--- src/mfmd_pkg.sv ---
// ----------------------------------------------------------------------------
// mfmd_pkg
// Shared types and constants of the MFM flux interval decoder.
// ----------------------------------------------------------------------------
package mfmd_pkg;

    localparam int TS_WIDTH    = 48;   // timestamp port width
    localparam int WIN_WIDTH   = 16;   // window bound width
    localparam int TOTAL_WIDTH = 32;   // reported bit count width
    localparam int APB_AW      = 5;
    localparam int APB_DW      = 32;

    // register map index (byte address / 4)
    localparam logic [2:0] REG_SHORT_MIN  = 3'd0;
    localparam logic [2:0] REG_SHORT_MAX  = 3'd1;
    localparam logic [2:0] REG_MEDIUM_MIN = 3'd2;
    localparam logic [2:0] REG_MEDIUM_MAX = 3'd3;
    localparam logic [2:0] REG_LONG_MIN   = 3'd4;
    localparam logic [2:0] REG_LONG_MAX   = 3'd5;

    localparam logic [WIN_WIDTH-1:0] RST_SHORT_MIN  = 16'd3000;
    localparam logic [WIN_WIDTH-1:0] RST_SHORT_MAX  = 16'd5000;
    localparam logic [WIN_WIDTH-1:0] RST_MEDIUM_MIN = 16'd5000;
    localparam logic [WIN_WIDTH-1:0] RST_MEDIUM_MAX = 16'd7000;
    localparam logic [WIN_WIDTH-1:0] RST_LONG_MIN   = 16'd7000;
    localparam logic [WIN_WIDTH-1:0] RST_LONG_MAX   = 16'd9000;

    typedef enum logic [1:0] {
        CELL_NONE   = 2'd0,
        CELL_SHORT  = 2'd1,
        CELL_MEDIUM = 2'd2,
        CELL_LONG   = 2'd3
    } t_cell_class;

    typedef struct packed {
        logic [WIN_WIDTH-1:0] short_min;
        logic [WIN_WIDTH-1:0] short_max;
        logic [WIN_WIDTH-1:0] medium_min;
        logic [WIN_WIDTH-1:0] medium_max;
        logic [WIN_WIDTH-1:0] long_min;
        logic [WIN_WIDTH-1:0] long_max;
    } t_windows;

    typedef struct packed {
        logic [7:0]             data_byte;
        logic [3:0]             bits_in_byte;
        logic [TOTAL_WIDTH-1:0] total_bits;
        logic                   final_flag;
    } t_result;

    // up to two results produced by one request
    typedef struct packed {
        logic [1:0]    vld;
        t_result [1:0] res;
    } t_push;

    function automatic logic [1:0] cell_bit_count(input t_cell_class c);
        logic [1:0] r;
        unique case (c)
            CELL_SHORT:  r = 2'd2;
            CELL_MEDIUM: r = 2'd1;
            CELL_LONG:   r = 2'd1;
            default:     r = 2'd0;
        endcase
        return r;
    endfunction

    function automatic logic [1:0] cell_bit_value(input t_cell_class c);
        logic [1:0] r;
        unique case (c)
            CELL_SHORT:  r = 2'd3;
            CELL_MEDIUM: r = 2'd1;
            CELL_LONG:   r = 2'd0;
            default:     r = 2'd0;
        endcase
        return r;
    endfunction

endpackage

--- src/mfmd_cfg_regs.sv ---
// ----------------------------------------------------------------------------
// mfmd_cfg_regs
// APB register bank holding the six interval window bounds.
// ----------------------------------------------------------------------------
module mfmd_cfg_regs
    import mfmd_pkg::*;
(
    input  logic              i_clk,
    input  logic              i_rst_n,
    input  logic              psel,
    input  logic              penable,
    input  logic              pwrite,
    input  logic [APB_AW-1:0] paddr,
    input  logic [APB_DW-1:0] pwdata,
    output logic [APB_DW-1:0] prdata,
    output logic              pready,
    output t_windows          o_windows
);

    t_windows          r_win;
    logic [2:0]        idx;
    logic              wr_en;
    logic [WIN_WIDTH-1:0] wdata;

    assign idx    = paddr[4:2];
    assign wr_en  = psel && penable && pwrite;
    assign wdata  = pwdata[WIN_WIDTH-1:0];
    assign pready = 1'b1;
    assign o_windows = r_win;

    always_ff @(posedge i_clk) begin
        if (!i_rst_n) begin
            r_win.short_min  <= RST_SHORT_MIN;
            r_win.short_max  <= RST_SHORT_MAX;
            r_win.medium_min <= RST_MEDIUM_MIN;
            r_win.medium_max <= RST_MEDIUM_MAX;
            r_win.long_min   <= RST_LONG_MIN;
            r_win.long_max   <= RST_LONG_MAX;
        end else if (wr_en) begin
            unique case (idx)
                REG_SHORT_MIN:  r_win.short_min  <= wdata;
                REG_SHORT_MAX:  r_win.short_max  <= wdata;
                REG_MEDIUM_MIN: r_win.medium_min <= wdata;
                REG_MEDIUM_MAX: r_win.medium_max <= wdata;
                REG_LONG_MIN:   r_win.long_min   <= wdata;
                REG_LONG_MAX:   r_win.long_max   <= wdata;
                default: ;
            endcase
        end
    end

    always_comb begin
        unique case (idx)
            REG_SHORT_MIN:  prdata = APB_DW'(r_win.short_min);
            REG_SHORT_MAX:  prdata = APB_DW'(r_win.short_max);
            REG_MEDIUM_MIN: prdata = APB_DW'(r_win.medium_min);
            REG_MEDIUM_MAX: prdata = APB_DW'(r_win.medium_max);
            REG_LONG_MIN:   prdata = APB_DW'(r_win.long_min);
            REG_LONG_MAX:   prdata = APB_DW'(r_win.long_max);
            default:        prdata = '0;
        endcase
    end

endmodule

--- src/mfmd_decode_core.sv ---
// ----------------------------------------------------------------------------
// mfmd_decode_core
// Input register, interval classing and MSB-first byte packing with track
// state. Produces up to two results per request.
// ----------------------------------------------------------------------------
module mfmd_decode_core
    import mfmd_pkg::*;
#(
    parameter int TIME_WIDTH  = 48,
    parameter int COUNT_WIDTH = 32
) (
    input  logic                i_clk,
    input  logic                i_rst_n,
    input  logic                i_valid,
    output logic                o_stall,
    input  logic [TS_WIDTH-1:0] i_timestamp,
    input  logic                i_end_of_track,
    input  t_windows            i_windows,
    input  logic                i_room,
    output t_push               o_push
);

    // input register
    logic                  r_in_valid;
    logic [TIME_WIDTH-1:0] r_ts;
    logic                  r_eot;

    // track state
    logic [TIME_WIDTH-1:0]  r_prev;
    logic                   r_have;
    logic [7:0]             r_acc;
    logic [2:0]             r_fill;
    logic [COUNT_WIDTH-1:0] r_tot;

    logic [TIME_WIDTH-1:0]  n_prev;
    logic                   n_have;
    logic [7:0]             n_acc;
    logic [2:0]             n_fill;
    logic [COUNT_WIDTH-1:0] n_tot;

    logic                  adv;
    logic [TIME_WIDTH-1:0] diff;
    logic                  fwd;
    t_cell_class           cls;

    assign adv     = r_in_valid && i_room;
    assign o_stall = r_in_valid && !i_room;

    assign diff = r_ts - r_prev;
    assign fwd  = r_ts >= r_prev;

    function automatic logic in_win(input logic [TIME_WIDTH-1:0] d,
                                    input logic [WIN_WIDTH-1:0] lo,
                                    input logic [WIN_WIDTH-1:0] hi);
        return (d >= TIME_WIDTH'(lo)) && (d <= TIME_WIDTH'(hi));
    endfunction

    // first matching window wins
    always_comb begin
        if (in_win(diff, i_windows.short_min, i_windows.short_max)) begin
            cls = CELL_SHORT;
        end else if (in_win(diff, i_windows.medium_min, i_windows.medium_max)) begin
            cls = CELL_MEDIUM;
        end else if (in_win(diff, i_windows.long_min, i_windows.long_max)) begin
            cls = CELL_LONG;
        end else begin
            cls = CELL_NONE;
        end
    end

    always_comb begin
        logic [7:0]             acc;
        logic [3:0]             fill;
        logic [COUNT_WIDTH-1:0] tot;
        logic [1:0]             cnt;
        logic [1:0]             val;
        logic                   bitv;
        logic                   full;
        acc    = r_acc;
        fill   = {1'b0, r_fill};
        tot    = r_tot;
        cnt    = (r_have && fwd) ? cell_bit_count(cls) : 2'd0;
        val    = cell_bit_value(cls);
        bitv   = 1'b0;
        full   = 1'b0;
        o_push = '0;
        // at most two bits, so at most one full byte out of this loop
        for (int k = 0; k < 2; k++) begin
            if (2'(k) < cnt) begin
                bitv = val[1'(cnt - 2'(k) - 2'd1)];
                acc[~fill[2:0]] = bitv;
                fill = fill + 4'd1;
                if (tot != '1) begin
                    tot = tot + COUNT_WIDTH'(1);
                end
                if (fill == 4'd8) begin
                    o_push.vld[0]              = 1'b1;
                    o_push.res[0].data_byte    = acc;
                    o_push.res[0].bits_in_byte = 4'd8;
                    o_push.res[0].total_bits   = TOTAL_WIDTH'(tot);
                    o_push.res[0].final_flag   = 1'b0;
                    full = 1'b1;
                    acc  = '0;
                    fill = '0;
                end
            end
        end
        n_prev = r_ts;
        n_have = 1'b1;
        n_acc  = acc;
        n_fill = fill[2:0];
        n_tot  = tot;
        if (r_eot) begin
            if (fill != 4'd0) begin
                o_push.vld[full]              = 1'b1;
                o_push.res[full].data_byte    = acc;
                o_push.res[full].bits_in_byte = fill;
                o_push.res[full].total_bits   = TOTAL_WIDTH'(tot);
                o_push.res[full].final_flag   = 1'b1;
            end else if (full) begin
                o_push.res[0].final_flag = 1'b1;
            end
            n_prev = '0;
            n_have = 1'b0;
            n_acc  = '0;
            n_fill = '0;
            n_tot  = '0;
        end
        if (!adv) begin
            o_push.vld = '0;
        end
    end

    always_ff @(posedge i_clk) begin
        if (!o_stall) begin
            r_ts  <= TIME_WIDTH'(i_timestamp);
            r_eot <= i_end_of_track;
        end
        if (!i_rst_n) begin
            r_in_valid <= 1'b0;
            r_prev     <= '0;
            r_have     <= 1'b0;
            r_acc      <= '0;
            r_fill     <= '0;
            r_tot      <= '0;
        end else begin
            if (!o_stall) begin
                r_in_valid <= i_valid;
            end
            if (adv) begin
                r_prev <= n_prev;
                r_have <= n_have;
                r_acc  <= n_acc;
                r_fill <= n_fill;
                r_tot  <= n_tot;
            end
        end
    end

endmodule

--- src/mfmd_result_fifo.sv ---
// ----------------------------------------------------------------------------
// mfmd_result_fifo
// Four-entry result queue: takes up to two results a cycle, gives one while not stalled.
// ----------------------------------------------------------------------------
module mfmd_result_fifo
    import mfmd_pkg::*;
(
    input  logic    i_clk,
    input  logic    i_rst_n,
    input  t_push   i_push,
    output logic    o_room,
    output logic    o_valid,
    input  logic    i_stall,
    output t_result o_head
);

    t_result    r_mem [4];
    logic [1:0] r_wr_ptr;
    logic [1:0] r_rd_ptr;
    logic [2:0] r_count;

    logic       pop;
    logic [2:0] n_push;

    assign o_valid = r_count != 3'd0;
    assign o_room  = r_count <= 3'd2;
    assign pop     = o_valid && !i_stall;
    assign o_head  = r_mem[r_rd_ptr];
    assign n_push  = 3'(i_push.vld[0]) + 3'(i_push.vld[1]);

    always_ff @(posedge i_clk) begin
        if (i_push.vld[0]) begin
            r_mem[r_wr_ptr] <= i_push.res[0];
        end
        if (i_push.vld[1]) begin
            r_mem[r_wr_ptr + 2'd1] <= i_push.res[1];
        end
        if (!i_rst_n) begin
            r_wr_ptr <= '0;
            r_rd_ptr <= '0;
            r_count  <= '0;
        end else begin
            r_wr_ptr <= r_wr_ptr + n_push[1:0];
            if (pop) begin
                r_rd_ptr <= r_rd_ptr + 2'd1;
            end
            r_count <= r_count + n_push - 3'(pop);
        end
    end

endmodule

--- src/mfm_flux_interval_decoder.sv ---
// ----------------------------------------------------------------------------
// mfm_flux_interval_decoder
// Classes flux transition intervals into MFM cells and packs the decoded
// bits MSB first into bytes.
// ----------------------------------------------------------------------------
//  channel   valid         stall         payload
//  input     i_in_valid    o_in_stall    i_timestamp, i_end_of_track
//  output    o_out_valid   i_out_stall   o_data_byte, o_bits_in_byte,
//                                        o_total_bits, o_final_flag
//  config    APB write/read of the six window bounds, pready tied high
//
//  One request per cycle while o_in_stall is low; its first result passes the
//  input register, then the four-entry result queue, before the output.
//  A request yields up to two results, but bytes form far slower than the
//  queue drains one per cycle, so only output stall holds the input.
//  Synchronous active-low reset clears the track state and restores the
//  default window bounds.
// ----------------------------------------------------------------------------
module mfm_flux_interval_decoder
    import mfmd_pkg::*;
#(
    parameter int TIME_WIDTH  = 48,
    parameter int COUNT_WIDTH = 32
) (
    input  logic                   i_clk,
    input  logic                   i_rst_n,
    input  logic                   i_in_valid,
    output logic                   o_in_stall,
    input  logic [TS_WIDTH-1:0]    i_timestamp,
    input  logic                   i_end_of_track,
    output logic                   o_out_valid,
    input  logic                   i_out_stall,
    output logic [7:0]             o_data_byte,
    output logic [3:0]             o_bits_in_byte,
    output logic [TOTAL_WIDTH-1:0] o_total_bits,
    output logic                   o_final_flag,
    input  logic                   psel,
    input  logic                   penable,
    input  logic                   pwrite,
    input  logic [APB_AW-1:0]      paddr,
    input  logic [APB_DW-1:0]      pwdata,
    output logic [APB_DW-1:0]      prdata,
    output logic                   pready
);

    t_windows windows;
    t_push    push;
    logic     room;
    t_result  head;

    mfmd_cfg_regs u_cfg (
        .i_clk     (i_clk),
        .i_rst_n   (i_rst_n),
        .psel      (psel),
        .penable   (penable),
        .pwrite    (pwrite),
        .paddr     (paddr),
        .pwdata    (pwdata),
        .prdata    (prdata),
        .pready    (pready),
        .o_windows (windows)
    );

    mfmd_decode_core #(
        .TIME_WIDTH  (TIME_WIDTH),
        .COUNT_WIDTH (COUNT_WIDTH)
    ) u_core (
        .i_clk          (i_clk),
        .i_rst_n        (i_rst_n),
        .i_valid        (i_in_valid),
        .o_stall        (o_in_stall),
        .i_timestamp    (i_timestamp),
        .i_end_of_track (i_end_of_track),
        .i_windows      (windows),
        .i_room         (room),
        .o_push         (push)
    );

    mfmd_result_fifo u_fifo (
        .i_clk   (i_clk),
        .i_rst_n (i_rst_n),
        .i_push  (push),
        .o_room  (room),
        .o_valid (o_out_valid),
        .i_stall (i_out_stall),
        .o_head  (head)
    );

    assign o_data_byte    = head.data_byte;
    assign o_bits_in_byte = head.bits_in_byte;
    assign o_total_bits   = head.total_bits;
    assign o_final_flag   = head.final_flag;

endmodule

--- config.mk ---
export PLATFORM = sky130hd
export DESIGN_NAME = mfm_flux_interval_decoder
export DESIGN_NICKNAME = d
export VERILOG_FILES = /design/src/mfmd_pkg.sv /design/src/mfmd_cfg_regs.sv /design/src/mfmd_decode_core.sv /design/src/mfmd_result_fifo.sv /design/src/mfm_flux_interval_decoder.sv
export SDC_FILE = /design/constraint.sdc
export NUM_CORES = 1
export LEC_CHECK = 0
export BUFFER_PORTS_ARGS = -buffer_cell sky130_fd_sc_hd__buf_2
export CAP_MARGIN = 30
export CORE_ASPECT_RATIO = 1.75
export CORE_MARGIN = 2
export CORE_UTILIZATION = 45
export CTS_BUF_LIST = sky130_fd_sc_hd__clkbuf_4 sky130_fd_sc_hd__clkbuf_8
export CTS_CLUSTER_DIAMETER = 100
export DETAILED_ROUTE_END_ITERATION = 10
export PLACE_DENSITY = 0.76
export SETUP_SLACK_MARGIN = 0.5
export SYNTH_ARGS = -nofsm -noshare
export SYNTH_HDL_FRONTEND = slang
export SYNTH_HIERARCHICAL = 1
export SYNTH_SLANG_ARGS = --single-unit
--- constraint.sdc ---
create_clock -name i_clk -period 11.4 [get_ports i_clk]
set_clock_uncertainty 0.2 [all_clocks]
set_input_delay 0.57 -clock i_clk [delete_from_list [all_inputs] [get_ports i_clk]]
set_output_delay 0.57 -clock i_clk [all_outputs]
set_load 0.1 [all_outputs]
Yosys cells after proc, flatten, opt, wreduce, memory -nomap -nowiden --
Memory sizes are Yosys's and may differ from the RTL's. A register that Yosys moved wholly into a read port is not among the register bits. Index checks and enable logic that the tools add are counted. Widths: inputs -> output; s select.
Operators by class: $add $sub $neg 13, order comparisons 18, equal/unequal tests 12, mux-type cells 67, bitwise operators 3, reductions and logical operators 24
Operators with widths (count):
- $bwmux 90 | 4
- $mux 45 | 5
- $demux 45 s1 | 4
- $mux 32 | 5
- $ge 48x16->1 | 3
- $le 48x16->1 | 3
- $pmux 16 s6 | 1
- $mux 92 | 1
- $mux 91 | 1
- $add 32x1->32 const B | 2
- $ne 32x32->1 const B | 2
- $ge 48x48->1 | 1
- $mux 48 | 1
- $sub 48x48->48 | 1
- $mux 8 | 5
- $mux 37 | 1
- $mux 33 | 1
- $mux 1 | 19
- $bwmux 8 | 2
- $mux 4 | 4
- $mux 2 | 7
- $logic_and 1x1->1 | 12
- $reduce_and 2->1 | 6
- $eq 4x4->1 const B | 2
- other kinds (30) | 44
Word-level totals: flip-flop bits (word level) 245, RAM bits 180, bits of input ports 93, output and inout port bits 80, word-level logic and storage cells 155, memories 1
Memories:
- u_fifo.r_mem | depth 4, bits a word 45, read ports 1, clocked after memory_dff 1, wr ports 2, RTL line mfmd_result_fifo.sv:17 | t_result r_mem [4];

Logic depth before layout (Yosys ltp) --
Gate-level depths: netlist of run 1.
depth after elaboration 30, depth in mapped cells 52, mapped depth without buffers 51

Cells and area by module --
Netlist of run 1, hierarchy kept.
By module, submodules not included:
- mfmd_decode_core | times used 1, cells each 2052, area an instance 15392.3 sq um, seq. area each 3333.2 sq um
- mfmd_result_fifo | times used 1, cells each 486, area an instance 9115.0 sq um, seq. area each 5585.4 sq um
- mfmd_cfg_regs | times used 1, cells each 467, area an instance 4453.0 sq um, seq. area each 1921.8 sq um

Worst setup path before layout of run 1 --
No wires, ideal clock.
path kind reg-to-reg, start register u_core.r_ts[8], end memory u_fifo/r_mem[0][0] (netlist name), enable pin, library setup time 510 ps, data arrival time 11243 ps, data required time 10690 ps, setup slack -553 ps, stages on the path, launching flop included 35, buffers on the path 3, period minus slack after synthesis 11953 ps, cells stage by stage edfxtp_1 ha_1 clkbuf_1 a21o_1 a21o_1 a21o_1 a32o_1 a311oi_1 o21ai_1 a31o_2 nor4_1 nand4_1 or4_1 or3_1 a2111oi_0 ha_1 nor2_1 nor2_1 o21ai_1 nor4_1 o31a_1 nor2_1 clkbuf_1 clkbuf_1 xnor2_1 ha_1 nand4b_1 o22ai_1 nand2_1 nand2_1 inv_1 ha_1 a211oi_1 nand2b_1 o21ai_0
RTL lines:
- from (decl) | RTL line mfmd_decode_core.sv:25 | logic [TIME_WIDTH-1:0] r_ts;
- from (signal assigned) | RTL line mfmd_decode_core.sv:136 | r_ts <= TIME_WIDTH'(i_timestamp);
- to (decl) | RTL line mfmd_result_fifo.sv:17

==> flow_summary.toml, run 1 <==
[pwr]
clkPwrFrac = 0.291
seqPwrFrac = 0.368
p_int_mw = 2.89
power_switching_mw = 1.78
p_leak_nw = 12.4
peakVddDrop_mv = 0.101
pwr_density_cell_nw_per_um2 = 144
combPwrFrac = 0.341
swShare = 0.381

[floorplanning]
pin_count = 173
placementRows = 123
initial_core_util = 0.452
coreArea_sq_um = 64000
dieArea_sq_um = 66500
die_x_um = 196
die_y_um = 340

[cts]
cts-root-buf = "clkbuf_8"
clk_pin_slew_ns = 0.08
htreeDepth = 2
cts_tree = "yes"
tritoncts.num_buffers = 61
clk_latency_ns = 0.73
numClockSinks = 427
clockBufferDepth = 3

[synthesis]
synth_area_sq_um = 29000
synth_edf_count = 229
postSynth.asyncResetShare = 0
synth_ff_type = "edfxtp_1"
synth_seq_cells = 427
postSynthAreaPerCell_sq_um = 9.64
synth-seq-area-share = 0.374
ys.warnings.count = 6
synth_cell_types = 100
netlist_instances = 3005

[worst_setup_path]
critPathMaxFanout = 8
worstSetupEndpointType = "register"
worst_setup_path_start_kind = "register"
cp_data_required_time_ns = 11.61
critPathMostFrequentCell = "nor2_1"
cp_top_family = "simple AND/OR/NAND/NOR gates"
cp_num_buf_inv = 1
critPathMaxStageDelay_ns = 0.61
critPathKind = "register to register"
cp_slowest_cell = "or4_1"
arrival_ns = 10.58

[drt]
drt_first_iter_violations = 1864
detail-route-antenna-nets = 0
viasPerCell = 6.01
firstDrtPassIters = 5
drc_errors = 0
wl_per_cell_um = 21.4
drt-total-wl_mm = 85.9
vias = 24200

[finish]
post_route_cells_drive_above_1_share = 0.190
seqCellArea_sq_um = 10800
multi_input_area_sq_um = 16600
final_common_cell = "nand2_1"
nets = 3407
final_cells = 4020
syn_to_final_growth_pct = 11.8
fillCellCount = 5781
most-common-layout-cells = "nand2_1, edfxtp_1, dfxtp_1, mux2_2, inv_1"

[grt]
grt_usage = 0.255
grt_pass1_vias = 24700
antenna_found_initial = 2
grt_max_degree = 108
grt_pass1_wl_mm = 134
overflow = 0

[min_path]
hold_class = "input pin to register"

[timing]
hold_viol = 0
max_freq_mhz = 96.5
tns_ns = 0
period_minus_slack_ns = 10.37
slew_headroom = 0.271
drv_slew = 0
setup_viol = 0
fin_crit_sh = 0.909
rsz0062_at_grt = "true"
worst_pin_slew_ns = 1.08

[placement]
placed_cells = 3841
placement.io_buffers = 137
gp_routability_congestion = 1.02
dp_hpwl_mm = 60.6

[flow_run]
max_cap_violations = 0

[outcome]
outcome = "finished clean"
-- worst paths after layout --
path                                       from                  end  slack (ns)  cells past startpoint
worst max-delay path             u_core/r_ts[1]   u_fifo/r_mem[2][8]        1.03                     42
worst min-delay path                  pwdata[2]  u_cfg/o_windows[66]        0.03                      3
worst max register to register   u_core/r_ts[1]   u_fifo/r_mem[2][8]        1.03                     42
worst min register to register  u_core/r_acc[0]      u_core/r_acc[0]        0.27                      2
-- worst register-to-register path: cells and delay by family, from the launching register on --
| kind | cells | cell delay [ns] |
|---|---|---|
| xor gates and xnor gates | 3 | 0.67 |
| muxes | 1 | 0.31 |
| DFF | 1 | 0.46 |
| adders and majority gates | 4 | 1.19 |
| and+or+nand+nor | 18 | 3.55 |
| AOI/OAI and AO/OA | 15 | 3.44 |
| buffers and inverters | 1 | 0.22 |
-- flip-flops by register name, indices dropped and copies added, names as in the netlist, 2 cells and up, named ones only --
name,count
u_core/r_prev,48
u_cfg/o_windows,96
u_core/r_acc,8
u_fifo/r_rd_ptr,2
u_fifo/r_count,3
u_fifo/r_mem,180
u_core/r_tot,32
u_core/r_ts,48
u_fifo/r_wr_ptr,2
u_core/r_fill,3
-- cell families after synthesis --
| logic type | Yosys count | synth area share |
|---|---|---|
| simple gates | 865 | 0.155 |
| compound gates | 673 | 0.149 |
| flops | 427 | 0.374 |
| buf+inv | 385 | 0.0593 |
| mux | 337 | 0.144 |
| fa+ha+maj | 162 | 0.0705 |
| xor+xnor | 153 | 0.0463 |
| other cells | 3 | 0.000389 |
-- stage by stage --
| step | power (mW) | hold slack, ns | cell area [sq um] | setup slack (ns) | util |
|---|---|---|---|---|---|
| 6_report | 4.67 | 0.0286 | 32400 | 1.03 | 0.506 |
| 3_3_place_gp | 3.27 | 0.240 | 30300 | 0.943 | 0.473 |
| 3_5_place_dp | 3.30 | 0.257 | 30400 | 0.700 | 0.474 |
| 5_1_grt | 4.88 | 0.0422 | 32400 | 0.344 | 0.506 |
| 4_1_cts | 4.67 | 0.00156 | 32300 | 0.645 | 0.504 |
| 2_1_floorplan | 2.94 | 0.225 | 29000 | -0.553 | - |
-- synthesized netlist by cell type, types with 36 or more instances --
library cell,number,area (sq um)
a21o_1,38,285
a21oi_1,182,911
buf_2,43,215
buf_4,41,308
clkbuf_1,96,360
dfxtp_1,198,3960
edfxtp_1,229,6880
ha_1,160,2000
inv_1,187,702
mux2_2,191,2150
mux2i_1,95,951
mux4_2,45,1010
nand2_1,248,931
nand3_1,58,290
nand4_1,40,250
nor2_1,162,608
nor2b_1,90,563
nor3_1,51,255
nor3b_1,53,398
o211ai_1,36,270
o21ai_0,178,891
xnor2_1,101,885
xor2_1,52,455
-- power groups by stage --
| stage | registers, mW | clock network [mW] | logic, mW |
|---|---|---|---|
| floorplan | 1.72 | 0 | 1.21 |
| global placement | 1.77 | 0 | 1.50 |
| detailed placement | 1.76 | 0 | 1.54 |
| CTS | 1.72 | 1.39 | 1.56 |
| global route | 1.73 | 1.45 | 1.71 |
| finish | 1.72 | 1.36 | 1.59 |
-- layout make-up --
| type | instances | area share |
|---|---|---|
| timing repair buffer | 260 | 0.0576 |
| multi-input combinational | 2214 | 0.512 |
| inverter | 188 | 0.0218 |
| sequential | 427 | 0.335 |
| clock buffer | 86 | 0.0327 |
| tap | 812 | 0.0314 |
| clock inverter | 30 | 0.00920 |
| antenna | 3 | 0.000232 |
-- metal layers --
layer / wire [um] / vias up / GRT usage
met1: 30700 / 11500 / 0.262
met2: 43400 / 1008 / 0.466
met4: 6730 / 0 / 0.186
met3: 5130 / 402 / 0.0410
met5: 0 / - / 0
li1: - / 11200 / -
-- timing repair --
item	CTS	global route
hold buffers	56	0
buffers inserted	0	3
endpoints found under the setup margin	0	346
endpoints found under the hold margin	73	0
gates resized for setup	0	10
Note: power is estimated with default switching activity, not from simulation.
==> run 2, diff against run 1 <==
--- a/config.mk
+++ b/config.mk
@@ -13,6 +13,8 @@
 export CTS_BUF_LIST = sky130_fd_sc_hd__clkbuf_4 sky130_fd_sc_hd__clkbuf_8
 export CTS_CLUSTER_DIAMETER = 100
 export DETAILED_ROUTE_END_ITERATION = 10
+export GPL_TIMING_DRIVEN = 0
+export MAX_ROUTING_LAYER = met4
 export PLACE_DENSITY = 0.76
 export SETUP_SLACK_MARGIN = 0.5
 export SYNTH_ARGS = -nofsm -noshare
==> run 2 against run 1 <==
Final cell count rose by 4.1%. Sequential share of layout area fell by 1.2 points. Maximum frequency fell by 2.7%. Cell area rose by 3.8%. Worst setup slack got worse by 0.28 ns. Utilization rose by 1.9 points. Combinational power rose by 4%. Register-to-register slack got worse by 0.28 ns. Clock-buffer cell count rose by 10. Global-route usage rose by 4.9 points. Via count rose by 4.7%. Critical path type unchanged.
==> flow_summary.toml, run 2 (synthesized netlist as in run 1, its figures left out) <==
[floorplanning]
pin_count = 173
die_x_um = 196
coreArea_sq_um = 64000
dieArea_sq_um = 66500
initial_core_util = 0.452
die_y_um = 340
placementRows = 123

[timing]
hold_viol = 0
max_freq_mhz = 93.9
fin_crit_sh = 0.934
hold_ws_ns = 0.0510
period_minus_slack_ns = 10.65
setup_viol = 0
tns_ns = 0
worst_pin_slew_ns = 1.08
drv_slew = 0
slew_headroom = 0.279
rsz0062_at_grt = "true"

[grt]
grt_usage = 0.304
grt_max_degree = 34
grt_pass1_wl_mm = 149
overflow = 0
grt_pass1_vias = 25400
antenna_found_initial = 5

[cts]
clk_latency_ns = 0.69
tritoncts.num_buffers = 69
clockBufferDepth = 3
cts_tree = "yes"
cts-root-buf = "clkbuf_8"
htreeDepth = 3
numClockSinks = 427
clk_pin_slew_ns = 0.06

[finish]
syn_to_final_growth_pct = 16.1
final_common_cell = "nand2_1"
nets = 3570
post-route-util = 0.525
most-common-layout-cells = "nand2_1, edfxtp_1, dfxtp_1, mux2_2, inv_1"
final_cells = 4186
largest_reg_flops = 180
post_route_cells_drive_above_1_share = 0.211
fillCellCount = 5767
top_register = "u_fifo/r_mem"

[worst_setup_path]
worstSetupEndpointType = "register"
cp_slowest_cell = "nor2_1"
worst_setup_path_start_kind = "register"
critPathMaxStageDelay_ns = 0.78
crit_path_start = "u_core/r_ts[8]"
arrival_ns = 10.85
worstReg2RegStart = "u_core/r_ts[8]"
cp-endpoint = "u_fifo/r_mem[3][23]"
cp_data_required_time_ns = 11.60
critPathMaxFanout = 10
reg2reg_slack_ns = 0.75
r2r_cells = 39
critPathKind = "register to register"
reg2reg_to = "u_fifo/r_mem[3][23]"

[pwr]
p_leak_nw = 13.0
peakVddDrop_mv = 0.0633
pwr_density_cell_nw_per_um2 = 146

[placement]
placed_cells = 3988
placement.io_buffers = 137
gp_routability_congestion = 1.02
dp_hpwl_mm = 73.3

[drt]
vias = 25300
detail-route-antenna-nets = 0
drt-total-wl_mm = 99.9
firstDrtPassIters = 6
drc_errors = 0
viasPerCell = 6.05
wl_per_cell_um = 23.9
drt_first_iter_violations = 2147

[min_path]
hold_class = "input pin to register"

[outcome]
outcome = "finished clean"

[flow_run]
max_cap_violations = 0
-- run 2: changes by cell type in the layout (fill, tap and decap cells not counted), sizes merged --
| cell | delta |
|---|---|
| nor2 | +2 |
| bufinv | +3 |
| dlygate4sd3 | -1 |
| diode | +1 |
| clkbuf | +106 |
| clkinv | -5 |
| clkinvlp | +2 |
| buf | +58 |
-- run 2: worst min path at each step --
| stage | end | slack [ns] | cells after the start | from |
|---|---|---|---|---|
| floorplan | u_core/r_acc[0] | 0.23 | 2 | u_core/r_acc[0] |
| detailed placement | u_core/r_acc[0] | 0.26 | 2 | u_core/r_acc[0] |
| global placement | u_core/r_acc[0] | 0.25 | 2 | u_core/r_acc[0] |
| finish | u_fifo/r_rd_ptr[0] | 0.05 | 3 | i_out_stall |
| global route | u_fifo/r_rd_ptr[0] | 0.05 | 3 | i_out_stall |
| CTS | u_fifo/r_rd_ptr[0] | 0.006 | 3 | i_out_stall |
-- run 2: power breakdown --
group	internal [mW]	leakage (nW)	total [mW]	switching [mW]
registers	1.67	3.88	1.70	0.0344
clock network	0.864	0.812	1.55	0.685
logic	0.509	8.29	1.65	1.14
-- run 2: layer usage --
metal  share of wire  vias up  GRT usage
li1                -    11600          -
met1            0.36    12200      0.317
met2            0.50     1145      0.528
met3           0.063      399     0.0465
met4           0.075        0      0.210
met5               0        -          -
-- run 2: final cells by class --
type                    count  area, sq um  area share
diodes                      4         10.0    0.000298
plain buffers             197         1030      0.0306
clock buffers              96         1180      0.0352
clock inverters            30          385      0.0115
inverters                 188          706      0.0210
multi-input cells        2216        16900       0.503
flip-flops and latches    427        10800       0.323
well taps                 812         1020      0.0302
repair buffers            216         1520      0.0453
-- run 2: worst max-delay path: cells and delay by family (launching register included) --
kind / cells / cell delay, ns
multiplexers: 1 / 0.29
AND/OR/NAND/NOR: 15 / 3.80
flip-flops: 1 / 0.44
adder cells (fa/ha/maj): 4 / 1.08
buffers and inverters: 4 / 0.83
AO/OA/AOI/OAI: 11 / 2.87
XOR/XNOR: 4 / 0.83
-- run 2: through the flow --
| stage | power, mW | instance area (sq um) | worst slack, ns |
|---|---|---|---|
| global route | 5.10 | 33600 | 0.397 |
| global placement | 3.30 | 30700 | -7.73 |
| CTS | 4.89 | 33400 | 0.407 |
| detailed placement | 3.32 | 31000 | -2.20 |
| floorplan | 2.94 | 29000 | -0.553 |
| finish | 4.91 | 33600 | 0.751 |
-- run 2: what timing repair did --
| item | CTS | global route |
|---|---|---|
| hold buffers | 55 | 0 |
| endpoints found under the hold margin | 60 | 0 |
| pin swaps | 4 | 8 |
| gates resized for setup | 44 | 46 |
| buffers inserted | 5 | 5 |
| endpoints found under the setup margin | 397 | 373 |
| cloned | 2 | 0 |
